===== config.mk =====
export PLATFORM = sky130hd
export DESIGN_NAME = tsc_mul
export DESIGN_NICKNAME = d
export VERILOG_FILES = /design/src/rtl/tsc_pkg.sv /design/src/rtl/tsc_mul.sv
export SDC_FILE = /design/constraint.sdc
export NUM_CORES = 2
export LEC_CHECK = 0
export ABC_AREA = 1
export BUFFER_PORTS_ARGS = -buffer_cell sky130_fd_sc_hd__buf_4
export CAP_MARGIN = 20
export CORE_MARGIN = 10
export CORE_UTILIZATION = 25
export DETAILED_ROUTE_END_ITERATION = 7
export HOLD_SLACK_MARGIN = 0.06
export SYNTH_ARGS = -nofsm -noshare
export SYNTH_HDL_FRONTEND = slang
export SYNTH_SLANG_ARGS = --single-unit

===== constraint.sdc =====
create_clock -name clk -period 10.84 [get_ports clk]
set_input_delay 1.084 -clock clk [delete_from_list [all_inputs] [get_ports clk]]
set_output_delay 1.084 -clock clk [all_outputs]
set_load 0.005 [all_outputs]

===== src/rtl/tsc_pkg.sv =====
package tsc_pkg;

    // Working word of the series datapath
    localparam int XW = 64;

    // Defaults for the top-level parameters
    localparam int MAX_TERM_PAIRS_DEF = 32;
    localparam int ACC_FRAC_BITS_DEF  = 40;

    // Term-pair register
    localparam int             TP_W     = 6;
    localparam logic [TP_W-1:0] TP_RESET = 6'd10;

    // Function select codes
    localparam logic FN_SIN = 1'b0;
    localparam logic FN_COS = 1'b1;

    // 360 degrees in Q16.16 and pi/180 in Q36
    localparam logic [31:0] DEG360_Q16  = 32'd23592960;
    localparam logic [31:0] DEG2RAD_Q36 = 32'd1199381129;

    // 1.0 in Q2.30
    localparam logic [XW-1:0] Q30_ONE = 64'd1073741824;

    // Angle reduction: quotient of |angle| / 360 deg fits in this many bits
    localparam int RED_STEPS = 7;

    // Quotient bits produced per divider cycle
    localparam int DIV_BITS = 8;

    typedef enum logic [3:0] {
        S_IDLE,
        S_REDUCE,
        S_RAD,
        S_RAD_W,
        S_DIV,
        S_DIV_W,
        S_MUL_W,
        S_PAIR,
        S_ACC,
        S_SQ,
        S_SQ_W,
        S_SQ_ACC,
        S_FIN
    } tsc_state_t;

endpackage


===== src/rtl/tsc_mul.sv =====
module tsc_mul (
    input  logic                      clk,
    input  logic                      rst_n,
    input  logic                      start,
    input  logic [tsc_pkg::XW-1:0]    op_a,
    input  logic [tsc_pkg::XW-1:0]    op_b,
    output logic                      done,
    output logic [2*tsc_pkg::XW-1:0]  prod
);
    import tsc_pkg::*;

    localparam int HW = XW / 2;

    logic [XW-1:0]   a_reg, a_next;
    logic [XW-1:0]   b_reg, b_next;
    logic [2*XW-1:0] acc_reg, acc_next;
    logic [1:0]      idx_reg, idx_next;
    logic            run_reg, run_next;
    logic            done_reg, done_next;

    // One half-width partial product per cycle, summed into the running product
    always_comb
    begin
        logic [HW-1:0]   x;
        logic [HW-1:0]   y;
        logic [XW-1:0]   pp;
        logic [2*XW-1:0] ppx;

        a_next    = a_reg;
        b_next    = b_reg;
        acc_next  = acc_reg;
        idx_next  = idx_reg;
        run_next  = run_reg;
        done_next = 1'b0;

        x   = idx_reg[1] ? a_reg[XW-1:HW] : a_reg[HW-1:0];
        y   = idx_reg[0] ? b_reg[XW-1:HW] : b_reg[HW-1:0];
        pp  = XW'(x) * XW'(y);
        ppx = {{XW{1'b0}}, pp};

        if (start)
        begin
            a_next   = op_a;
            b_next   = op_b;
            acc_next = '0;
            idx_next = '0;
            run_next = 1'b1;
        end
        else if (run_reg)
        begin
            unique case (idx_reg)
                2'd0:    acc_next = acc_reg + ppx;
                2'd1,
                2'd2:    acc_next = acc_reg + (ppx << HW);
                default: acc_next = acc_reg + (ppx << XW);
            endcase
            idx_next = idx_reg + 2'd1;
            if (idx_reg == 2'd3)
            begin
                run_next  = 1'b0;
                done_next = 1'b1;
            end
        end
    end

    // Control
    always_ff @(posedge clk or negedge rst_n)
    begin
        if (!rst_n)
        begin
            idx_reg  <= '0;
            run_reg  <= 1'b0;
            done_reg <= 1'b0;
        end
        else
        begin
            idx_reg  <= idx_next;
            run_reg  <= run_next;
            done_reg <= done_next;
        end
    end

    // Operands and running sum
    always_ff @(posedge clk)
    begin
        a_reg   <= a_next;
        b_reg   <= b_next;
        acc_reg <= acc_next;
    end

    assign done = done_reg;
    assign prod = acc_reg;

endmodule


==> metrics <==
starting density of the core 25.20%; drt first pass iters 7; final setup vio count 0; syn_area_per_cell 6.780 um^2; most frequent cells in the layout nand2_1 (2323), inv_1 (1781), nor2_1 (1249); PortBufs 259; placement-stage cell area 0.07349 mm^2; CTS HTree Levels 2; total CTS buffers 40; CP max stage cell fa_2; die area 0.2718 mm^2; grt ovf 0; clock slew at reported path FFs 0.06 ns; Die Ht 521.3 um; Max stage delay on crit path 0.64 ns; Final Cell Area 0.07541 mm^2; vias per std cell 4.938; Crit. End Element register; critical path class register to register; Synth Cell Area 0.06283 mm^2; Worst Hold Slack 0.2398 ns; post-synth net total 10.77k; WL final 324500 um; die width 521.3 um; largest net degree at the start of global routing 78; GPL Wtd Cong 1.081; initial drt markers 7504; all-layer global routing usage 23.11%; yosys warns 0; Hold Violations, Final 0; initial antenna violation count 24; reg2reg setup slack 0.29 ns; CP required 11.48 ns; clk sinks 260; outcome complete, no violations; first-pass GRT wire length 459400 um; measured slew at the worst slew-check pin 1.163 ns; share of cells above drive strength 1 12.72%; max FFs per register 128; worst-case clock buffer depth 3; Core Area 0.2493 mm^2; post-route ant nets 0; CTS tree built; Multi-input gate area 0.04924 mm^2; hpwl dp 274600 um; Critical Path Source Type register; post-synthesis cell count 9267; unique cell type count in the Yosys netlist 59; sequential area share after synthesis 10.36%; Setup Skew 0.06452 ns; Clock Latency Late Sink 0.71 ns; site row count 183; post-route clock period utilization 97.37%; Post-CTS Hold Buffers 0; Root Buffer clkbuf_16; Hold Crit Class input pin to async pin; Register Area 0.006513 mm^2; Area growth syn-to-layout 20.03%; fill count 27.39k; fin nets 11.44k; Seq cells post-synth 260; Max-slew headroom 21.88%; crit path max fanout 17; vias 65.72k; vias in the first global route 63.92k; Max Cap Violations 0; critical path arrival 11.19 ns; DRC 0; Tmin final 10.55 ns; Avg WL per Cell 24.38 um; most common cell after layout, fill and taps aside nand2_1; I/O Pins 260; Max Freq 0.09474 GHz; Pins Over Slew Limit 0
[kinds of logic after synthesis]
kind of cell / after synthesis / synth area share, %
buffers and inverters: 2049 / 12.31
xor gates and xnor gates: 62 / 0.8643
and+or+nand+nor: 4412 / 28.85
DFF: 260 / 10.36
AOI/OAI and AO/OA: 1112 / 9.561
adders and majority gates: 1372 / 38.07
[worst paths after layout]
kind | start | to | cells after the start
max in group asynchronous | rst_n | idx_reg[1] | 1
min in group clk | prod[0] | prod[0] | 2
setup reg to reg | idx_reg[1] | prod[92] | 39
hold reg to reg | prod[0] | prod[0] | 2
hold / removal | rst_n | done | 1
setup / recovery | idx_reg[1] | prod[92] | 39
[Yosys cell counts, drive strengths merged]
| master | number | share of area, % |
|---|---|---|
| nor4 | 16 | 0.20 |
| o21bai | 42 | 0.52 |
| o221ai | 1 | 0.014 |
| nor3b | 2 | 0.032 |
| inv | 1800 | 11 |
| nand2 | 2353 | 14 |
| xor2 | 39 | 0.54 |
| a21o | 24 | 0.29 |
| o22ai | 4 | 0.040 |
| and2 | 6 | 0.060 |
| clkinv | 17 | 0.10 |
| nand3b | 19 | 0.23 |
| a2bb2oi | 1 | 0.014 |
| a211oi | 4 | 0.048 |
| o211ai | 2 | 0.024 |
| a31oi | 44 | 0.44 |
| a22o | 1 | 0.014 |
| dfrtp | 4 | 0.16 |
| nand3 | 440 | 3.6 |
| a32o | 1 | 0.016 |
| clkbuf | 189 | 1.1 |
| a21oi | 508 | 4.1 |
| o32ai | 1 | 0.014 |
| nand4 | 82 | 0.83 |
| ha | 473 | 9.4 |
| o21a | 19 | 0.23 |
| o21ai | 440 | 3.6 |
| edfxtp | 128 | 6.1 |
| buf | 43 | 0.32 |
| xnor2 | 23 | 0.32 |
| nor3 | 90 | 0.90 |
| dfxtp | 128 | 4.1 |
| or2 | 111 | 1.1 |
| o2111ai | 1 | 0.014 |
| nor2 | 1289 | 7.8 |
| a21boi | 19 | 0.23 |
| and3 | 4 | 0.040 |
| fa | 899 | 29 |
[critical path, delay by kind of cell (launching register included)]
family	cells	cell delay, ns
AO/OA/AOI/OAI	5	1.71
buffers and inverters	8	1.03
adder cells (fa/ha/maj)	10	4.90
AND/OR/NAND/NOR	16	2.35
flip-flops	1	0.51
[timing repair]
item / 4_1_cts / 5_1_grt
buffers inserted: 0 / 5
pin swaps: 0 / 3
gates resized for setup: 3 / 111
setup endpoints to repair: 11 / 80
[stage by stage]
stage | TNS (ns) | std cells | util, % | worst slack [ns]
3_3_place_gp | -1.093 | 13210 | 29.46 | -0.2586
4_1_cts | 0 | 13290 | 30.04 | 0.03360
5_1_grt | -0.07357 | 13300 | 30.23 | -0.03673
2_1_floorplan | 0 | 9267 | - | 1.795
3_5_place_dp | -0.6305 | 13220 | 29.47 | -0.1588
6_report | 0 | 13310 | 30.24 | 0.2853
[metal layers]
layer	GRT usage, %	vias to the layer above	routed length (um)
met5	0.3685	-	158
met4	13.53	12	23330
met3	7.093	730	37260
met2	34.15	3527	134200
met1	29.57	31570	129500
li1	-	29880	-
[cell type report]
class | instances | share of cell area, %
clock buffer | 46 | 1.357
timing repair buffer | 857 | 9.596
tap | 3330 | 5.525
antenna | 12 | 0.03982
sequential | 260 | 8.636
clock inverter | 28 | 0.4911
multi-input combinational | 6958 | 65.29
inverter | 1817 | 9.061
Power is left out: the tool's default activity adds up to more than one toggle a clock period on the data nets, which glitch-free logic cannot reach.
