File: src/rtl/tsc_pkg.sv
package tsc_pkg;

    // Working word of the series datapath
    localparam int XW = 64;

    // Defaults for the top-level parameters
    localparam int MAX_TERM_PAIRS_DEF = 32;
    localparam int ACC_FRAC_BITS_DEF  = 40;

    // Term-pair register
    localparam int             TP_W     = 6;
    localparam logic [TP_W-1:0] TP_RESET = 6'd10;

    // Function select codes
    localparam logic FN_SIN = 1'b0;
    localparam logic FN_COS = 1'b1;

    // 360 degrees in Q16.16 and pi/180 in Q36
    localparam logic [31:0] DEG360_Q16  = 32'd23592960;
    localparam logic [31:0] DEG2RAD_Q36 = 32'd1199381129;

    // 1.0 in Q2.30
    localparam logic [XW-1:0] Q30_ONE = 64'd1073741824;

    // Angle reduction: quotient of |angle| / 360 deg fits in this many bits
    localparam int RED_STEPS = 7;

    // Quotient bits produced per divider cycle
    localparam int DIV_BITS = 8;

    typedef enum logic [3:0] {
        S_IDLE,
        S_REDUCE,
        S_RAD,
        S_RAD_W,
        S_DIV,
        S_DIV_W,
        S_MUL_W,
        S_PAIR,
        S_ACC,
        S_SQ,
        S_SQ_W,
        S_SQ_ACC,
        S_FIN
    } tsc_state_t;

endpackage

File: src/rtl/tsc_div.sv
module tsc_div #(
    parameter int DVW = 9
) (
    input  logic                   clk,
    input  logic                   rst_n,
    input  logic                   start,
    input  logic [tsc_pkg::XW-1:0] dividend,
    input  logic [DVW-1:0]         divisor,
    output logic                   done,
    output logic [tsc_pkg::XW-1:0] quotient
);
    import tsc_pkg::*;

    localparam int NCYC = XW / DIV_BITS;
    localparam int CW   = $clog2(NCYC);

    logic [XW-1:0]  work_reg, work_next;
    logic [DVW-1:0] rem_reg, rem_next;
    logic [DVW-1:0] dvs_reg, dvs_next;
    logic [CW-1:0]  cnt_reg, cnt_next;
    logic           run_reg, run_next;
    logic           done_reg, done_next;

    // Restoring division, DIV_BITS quotient bits per cycle; the quotient
    // shifts in at the low end of the dividend register
    always_comb
    begin
        logic [DVW:0] trial;

        work_next = work_reg;
        rem_next  = rem_reg;
        dvs_next  = dvs_reg;
        cnt_next  = cnt_reg;
        run_next  = run_reg;
        done_next = 1'b0;
        trial     = '0;

        if (start)
        begin
            work_next = dividend;
            rem_next  = '0;
            dvs_next  = divisor;
            cnt_next  = '0;
            run_next  = 1'b1;
        end
        else if (run_reg)
        begin
            for (int j = 0; j < DIV_BITS; j++)
            begin
                trial     = {rem_next, work_next[XW-1]};
                work_next = {work_next[XW-2:0], 1'b0};
                if (trial >= {1'b0, dvs_reg})
                begin
                    trial        = trial - {1'b0, dvs_reg};
                    work_next[0] = 1'b1;
                end
                rem_next = trial[DVW-1:0];
            end
            cnt_next = cnt_reg + CW'(1);
            if (cnt_reg == CW'(NCYC - 1))
            begin
                run_next  = 1'b0;
                done_next = 1'b1;
            end
        end
    end

    // Control
    always_ff @(posedge clk or negedge rst_n)
    begin
        if (!rst_n)
        begin
            cnt_reg  <= '0;
            run_reg  <= 1'b0;
            done_reg <= 1'b0;
        end
        else
        begin
            cnt_reg  <= cnt_next;
            run_reg  <= run_next;
            done_reg <= done_next;
        end
    end

    // Datapath
    always_ff @(posedge clk)
    begin
        work_reg <= work_next;
        rem_reg  <= rem_next;
        dvs_reg  <= dvs_next;
    end

    assign done     = done_reg;
    assign quotient = work_reg;

endmodule

File: config.mk
export PLATFORM = sky130hd
export DESIGN_NAME = tsc_div
export DESIGN_NICKNAME = d
export VERILOG_FILES = /design/src/rtl/tsc_pkg.sv /design/src/rtl/tsc_div.sv
export SDC_FILE = /design/constraint.sdc
export NUM_CORES = 1
export LEC_CHECK = 0
export BUFFER_PORTS_ARGS = -buffer_cell sky130_fd_sc_hd__buf_2
export CORE_MARGIN = 4
export CORE_UTILIZATION = 40
export CTS_CLUSTER_DIAMETER = 200
export DETAILED_ROUTE_END_ITERATION = 10
export PLACE_DENSITY = 0.71
export REMOVE_ABC_BUFFERS = 1
export SLEW_MARGIN = 20
export SYNTH_ARGS = -nofsm -noshare
export SYNTH_HDL_FRONTEND = slang
export SYNTH_SLANG_ARGS = --single-unit
export TNS_END_PERCENT = 5
File: constraint.sdc
create_clock -name clk -period 29.3 [get_ports clk]
set_clock_uncertainty 0.2 [all_clocks]
set_input_delay 0 -clock clk [delete_from_list [all_inputs] [get_ports clk]]
set_output_delay 0 -clock clk [all_outputs]
set_load 0.01 [all_outputs]
==> results of run 1 <==
==> critical path: cells and delay by family (launching register included) <==
family	cells	cell delay [ns]
buffers and inverters	1	0.36
AO/OA/AOI/OAI	33	8.10
flip-flops	1	0.64
adder cells (fa/ha/maj)	8	3.04
multiplexers	9	3.18
AND/OR/NAND/NOR	18	4.10
==> what timing repair did <==
item                                    in CTS  in global routing
setup buffers                                0                  0
resized for setup                            0                  0
endpoints found under the hold margin       93                  0
hold buffers                                76                  0
endpoints found under the setup margin       0                  0
==> cell type report <==
class,instances,area (sq um),share of cell area [%]
clock buffer,10,229.0,2.410
clock inverter,6,83.83,0.8825
inverter,41,153.9,1.620
multi-input combinational,574,4762,50.13
sequential,87,2497,26.29
tap,229,286.5,3.016
timing repair buffer,219,1486,15.65
==> per-stage QoR <==
step           hold slack (ns)  instance area (sq um)
2_1_floorplan          -0.4956                   7411
3_3_place_gp           -0.3816                   8426
3_5_place_dp           -0.3837                   8426
4_1_cts                 0.1567                   9499
5_1_grt                 0.1782                   9499
6_report                0.1658                   9499
==> routing by layer <==
metal  track usage, %  vias to the layer above  wire length (um)
li1                 -                     3110                 -
met1            23.55                     3030              8656
met2            34.51                      194             10500
met3            3.056                       45              1044
met4            6.600                        0               536
met5                0                        -                 0
==> how the worst max path moves through the flow <==
stage,startpoint,to,slack [ns],cells after the start
after global placement,dvs_reg[1]$_DFFE_PP_,rem_reg[7]$_SDFFE_PP0P_,10.26,70
after floorplan,dvs_reg[1]$_DFFE_PP_,rem_reg[1]$_SDFFE_PP0P_,12.09,69
final,dvs_reg[1]$_DFFE_PP_,rem_reg[6]$_SDFFE_PP0P_,9.49,69
after detailed placement,dvs_reg[1]$_DFFE_PP_,rem_reg[6]$_SDFFE_PP0P_,9.74,69
after global routing,dvs_reg[1]$_DFFE_PP_,rem_reg[5]$_SDFFE_PP0P_,7.72,70
after CTS,dvs_reg[1]$_DFFE_PP_,rem_reg[6]$_SDFFE_PP0P_,9.61,69
==> cells in the mapped netlist (14+ instances only) <==
cell type,instances
edfxtp_1,73
nor2_1,45
a21oi_1,40
inv_1,41
nand2b_1,14
xor2_1,21
o21ai_0,32
mux2i_1,23
xnor2_1,31
a21o_1,24
nor2b_1,18
nand2_1,35
mux2_2,81
ha_1,74
==> cell families after synthesis <==
kind of cell	after synthesis	synth area share, %
AOI/OAI and AO/OA	164	14.49
and+or+nand+nor	161	10.79
muxes	115	17.47
DFF	87	33.17
adders and majority gates	82	14.43
buffers and inverters	60	3.606
xor gates and xnor gates	52	6.050
==> results.json, run 1 <==
{
  "worst_slew_pin_slew_ns": 0.9247,
  "dr.pass1.iters": 5,
  "r2r-start": "dvs_reg[1]$_DFFE_PP_",
  "remaining_drc_errors": 0,
  "antenna_cells": 0,
  "insertion_delay_ns": 0.35,
  "grt_overflow_total": 0,
  "critPathKind": "reg2reg",
  "yosysTopAreaCell": "edfxtp_1",
  "cts.sinks": 87,
  "slowest_stage": "a211oi_2",
  "vias": 6379,
  "htreeDepth": 3,
  "port_buffers": 140,
  "synth_area_sq_mm": 0.007528,
  "setup_viol": 0,
  "finalCriticalPeriod_ns": 19.81,
  "synthTopCellsByArea": "edfxtp_1, ha_1, mux2_2",
  "drt_iter0_drc": 395,
  "rsz0062_at_grt": "false",
  "numCtsBuffers": 9,
  "synth_edf_count": 73,
  "finalNonFillerCells": 1166,
  "dp_slack_ns": 9.739,
  "slew_viol_final": 0,
  "die_h_um": 145.2,
  "synth_top_cell_area_share_pct": 29.12,
  "slew_headroom_pct": 38.24,
  "r2r_setup_slack_ns": 9.49,
  "drive_above_1_share_pct": 27.64,
  "grt_max_degree": 65,
  "reg2reg_depth": 69,
  "synthFlopType": "edfxtp_1",
  "holdCritPathClass": "in2reg",
  "hold_viol_final": 0,
  "endpoint_kind": "flip-flop",
  "clock-root-buffer": "clkbuf_16",
  "grt_antenna_before_repair": 0,
  "dieArea_sq_mm": 0.02108,
  "area_growth_pct": 26.18,
  "final_common_cell": "buf_2",
  "dp_hpwl_mm": 14.76,
  "cp.required_ns": 29.30,
  "yosysSeqAreaShare_pct": 33.17,
  "fmax_mhz": 50.47,
  "routed_wl_mm": 20.74,
  "max_stage_delay_ns": 0.73,
  "core_sq_mm": 0.01821,
  "holdPathEnd": "dvs_reg[0]$_DFFE_PP_",
  "fin_util_pct": 52.17,
  "synthArstFlopShare_pct": 5.747,
  "crit_top_cell": "o21ai_0",
  "gp_congestion": 0.9797,
  "pin_count": 141,
  "clockBufferDepth": 2,
  "tns_ns": 0,
  "die_x_um": 145.2,
  "postSynthRegisterBits": 87,
  "yosys_warnings": 0,
  "avgSynthCellArea_sq_um": 10.44,
  "path_max_fanout": 12,
  "grt_usage_pct": 19.24,
  "worst-endpoint-arrival_ns": 19.81,
  "nets": 1090,
  "synthCells": 721,
  "fill_cells": 1527,
  "period_share_pct": 67.62,
  "rows": 49,
  "grt_pass1_wl_mm": 33.38,
  "hold_path_startpoint": "divisor[0]",
  "placed_cells": 1074,
  "cts_tree": "done",
  "drtAntennaViolNets": 0,
  "crit_path_start_kind": "flip-flop",
  "viasPerCell": 5.471,
  "wl_per_cell_um": 17.79,
  "status": "finished, final reports clean",
  "grt_pass1_vias": 6559,
  "r2r-end": "rem_reg[6]$_SDFFE_PP0P_",
  "worst_slack_ns": 9.486,
  "clk_pin_slew_ns": 0.07,
  "holdPathStages": 2,
  "largest_reg_flops": 64,
  "ys_types": 67,
  "start_util_pct": 41.35,
  "cap_violations": 0,
  "mostFrequentLayoutCells": "buf_2, mux2_2, dlygate4sd3_1"
}
Power of run 1 is not shown: default switching activity piles up to over one toggle a cycle in this logic, so the estimate is an artifact.
==> run 2: changes to the inputs <==
--- a/config.mk
+++ b/config.mk
@@ -10,7 +10,7 @@
 export CORE_UTILIZATION = 40
 export CTS_CLUSTER_DIAMETER = 200
 export DETAILED_ROUTE_END_ITERATION = 10
-export PLACE_DENSITY = 0.71
+export PLACE_DENSITY = 0.73
 export REMOVE_ABC_BUFFERS = 1
 export SLEW_MARGIN = 20
 export SYNTH_ARGS = -nofsm -noshare
==> constraint.sdc (replaced) <==
create_clock -name clk -period 16.7 [get_ports clk]
set_clock_uncertainty 0.2 [all_clocks]
set_input_delay 0 -clock clk [delete_from_list [all_inputs] [get_ports clk]]
set_output_delay 0 -clock clk [all_outputs]
set_load 0.01 [all_outputs]
==> results.json, run 2 (synthesized netlist as in run 1, its figures left out) <==
{
  "status": "finished, final reports clean",
  "rows": 49,
  "grt_pass1_wl_mm": 34.64,
  "core_sq_mm": 0.01821,
  "worst_slew_pin_slew_ns": 0.7377,
  "path_max_fanout": 12,
  "endpoint_kind": "flip-flop",
  "critPathKind": "reg2reg",
  "remaining_drc_errors": 0,
  "viasPerCell": 5.527,
  "antenna_cells": 0,
  "crit_path_start_kind": "flip-flop",
  "slew_viol_final": 0,
  "grt_max_degree": 57,
  "highest_layer": "met4",
  "numCtsBuffers": 9,
  "grt_overflow_total": 0,
  "htreeDepth": 3,
  "cp.required_ns": 16.69,
  "setup_viol": 0,
  "worst-endpoint-arrival_ns": 16.00,
  "mostFrequentLayoutCells": "buf_2, mux2_2, dlygate4sd3_1",
  "hold_viol_final": 0,
  "crit_top_cell": "ha_1",
  "slew_headroom_pct": 50.52,
  "die_x_um": 145.2,
  "cts_tree": "done",
  "wl_per_cell_um": 18.28,
  "dp_slack_ns": -0.4887,
  "dr.pass1.iters": 5,
  "wl_met2_mm": 11.46,
  "start_util_pct": 41.35,
  "finalCriticalPeriod_ns": 16.01,
  "holdCritPathClass": "in2reg",
  "area_growth_pct": 35.53,
  "drive_above_1_share_pct": 35.74,
  "dieArea_sq_mm": 0.02108,
  "place_area_sq_mm": 0.008726,
  "grt_pass1_vias": 6837,
  "fin_area_sq_mm": 0.01020,
  "period_share_pct": 95.84,
  "cap_violations": 0,
  "worst_slack_ns": 0.6948,
  "routed_wl_mm": 22.40,
  "clk_pin_slew_ns": 0.07,
  "wl_met3_mm": 1.318,
  "final_common_cell": "buf_2",
  "grt_usage_pct": 19.97,
  "port_buffers": 140,
  "largest_reg_flops": 64,
  "clock-root-buffer": "clkbuf_16",
  "cts.sinks": 87,
  "slowest_stage": "or3_4",
  "vias": 6770,
  "fmax_mhz": 62.48,
  "drtAntennaViolNets": 0,
  "dp_hpwl_mm": 15.42,
  "pin_count": 141,
  "met1_length_mm": 8.845,
  "fill_cells": 1452,
  "grt_antenna_before_repair": 0,
  "insertion_delay_ns": 0.34,
  "drt_iter0_drc": 394,
  "die_h_um": 145.2,
  "nets": 1149,
  "gp_congestion": 0.9653,
  "max_stage_delay_ns": 0.44,
  "clockBufferDepth": 2
}
==> run 2: cell types whose count changed in the layout (fill, tap and decap cells not counted), sizes merged <==
| cell | before | now |
|---|---|---|
| dlygate4sd3 | 76 | 77 |
| clkbuf | 10 | 9 |
| buf | 143 | 201 |
| inv | 45 | 44 |
| bufinv | 1 | 2 |
| clkinv | 1 | 2 |
==> run 2: layout make-up <==
type / count / area (sq um) / share of cell area [%]
Sequential cell: 87 / 2497 / 24.48
Multi-Input combinational cell: 574 / 4997 / 48.98
Clock buffer: 9 / 225.2 / 2.207
Inverter: 41 / 153.9 / 1.508
Tap cell: 229 / 286.5 / 2.808
Timing Repair Buffer: 278 / 1941 / 19.02
Clock inverter: 7 / 102.6 / 1.006
==> run 2: final timing paths <==
kind,endpoint,slack (ns),cells past startpoint,startpoint
max,rem_reg[5]$_SDFFE_PP0P_,0.69,80,quotient[63]$_DFFE_PP_
min,dvs_reg[2]$_DFFE_PP_,0.18,2,divisor[2]
max reg2reg,rem_reg[5]$_SDFFE_PP0P_,0.69,80,quotient[63]$_DFFE_PP_
min reg2reg,rem_reg[8]$_SDFFE_PP0P_,0.31,2,rem_reg[8]$_SDFFE_PP0P_
max in group asynchronous,cnt_reg[0]$_DFFE_PN0P_,15.70,3,rst_n
min in group asynchronous,cnt_reg[2]$_DFFE_PN0P_,0.40,3,rst_n
==> run 2: through the flow <==
| step | setup TNS, ns | hold WS (ns) | util (%) | instances |
|---|---|---|---|---|
| after floorplan | -4.971 | -0.4956 | - | 702 |
| after global placement | 0 | -0.3797 | 47.92 | 1114 |
| after detailed placement | -3.920 | -0.3801 | 47.92 | 1114 |
| after CTS | 0 | 0.1558 | 54.22 | 1208 |
| after global routing | -1.016 | 0.1754 | 56.04 | 1225 |
| final | 0 | 0.1757 | 56.04 | 1225 |
==> run 2: layer usage <==
metal  track usage [%]  vias up
li1                  -     3235
met1             23.86     3200
met2             35.68      273
met3             2.838       62
met4             9.069        0
met5                 0        -
==> run 2: worst max-delay path, delay by kind of cell (launching register included) <==
kind,cells,cell delay (ns)
buf+inv,9,1.27
mux,8,2.15
compound gates,34,6.31
simple gates,20,2.96
fa+ha+maj,9,2.51
flops,1,0.39
==> run 2: timing repair <==
item | in CTS | in global routing
setup buffers | 1 | 16
endpoints found under the setup margin | 10 | 10
cloned | 0 | 1
pin swaps | 2 | 18
hold buffers | 77 | 0
resized for setup | 10 | 51
hold endpoints to repair | 83 | 0
Power of run 2 is left out for the same reason.
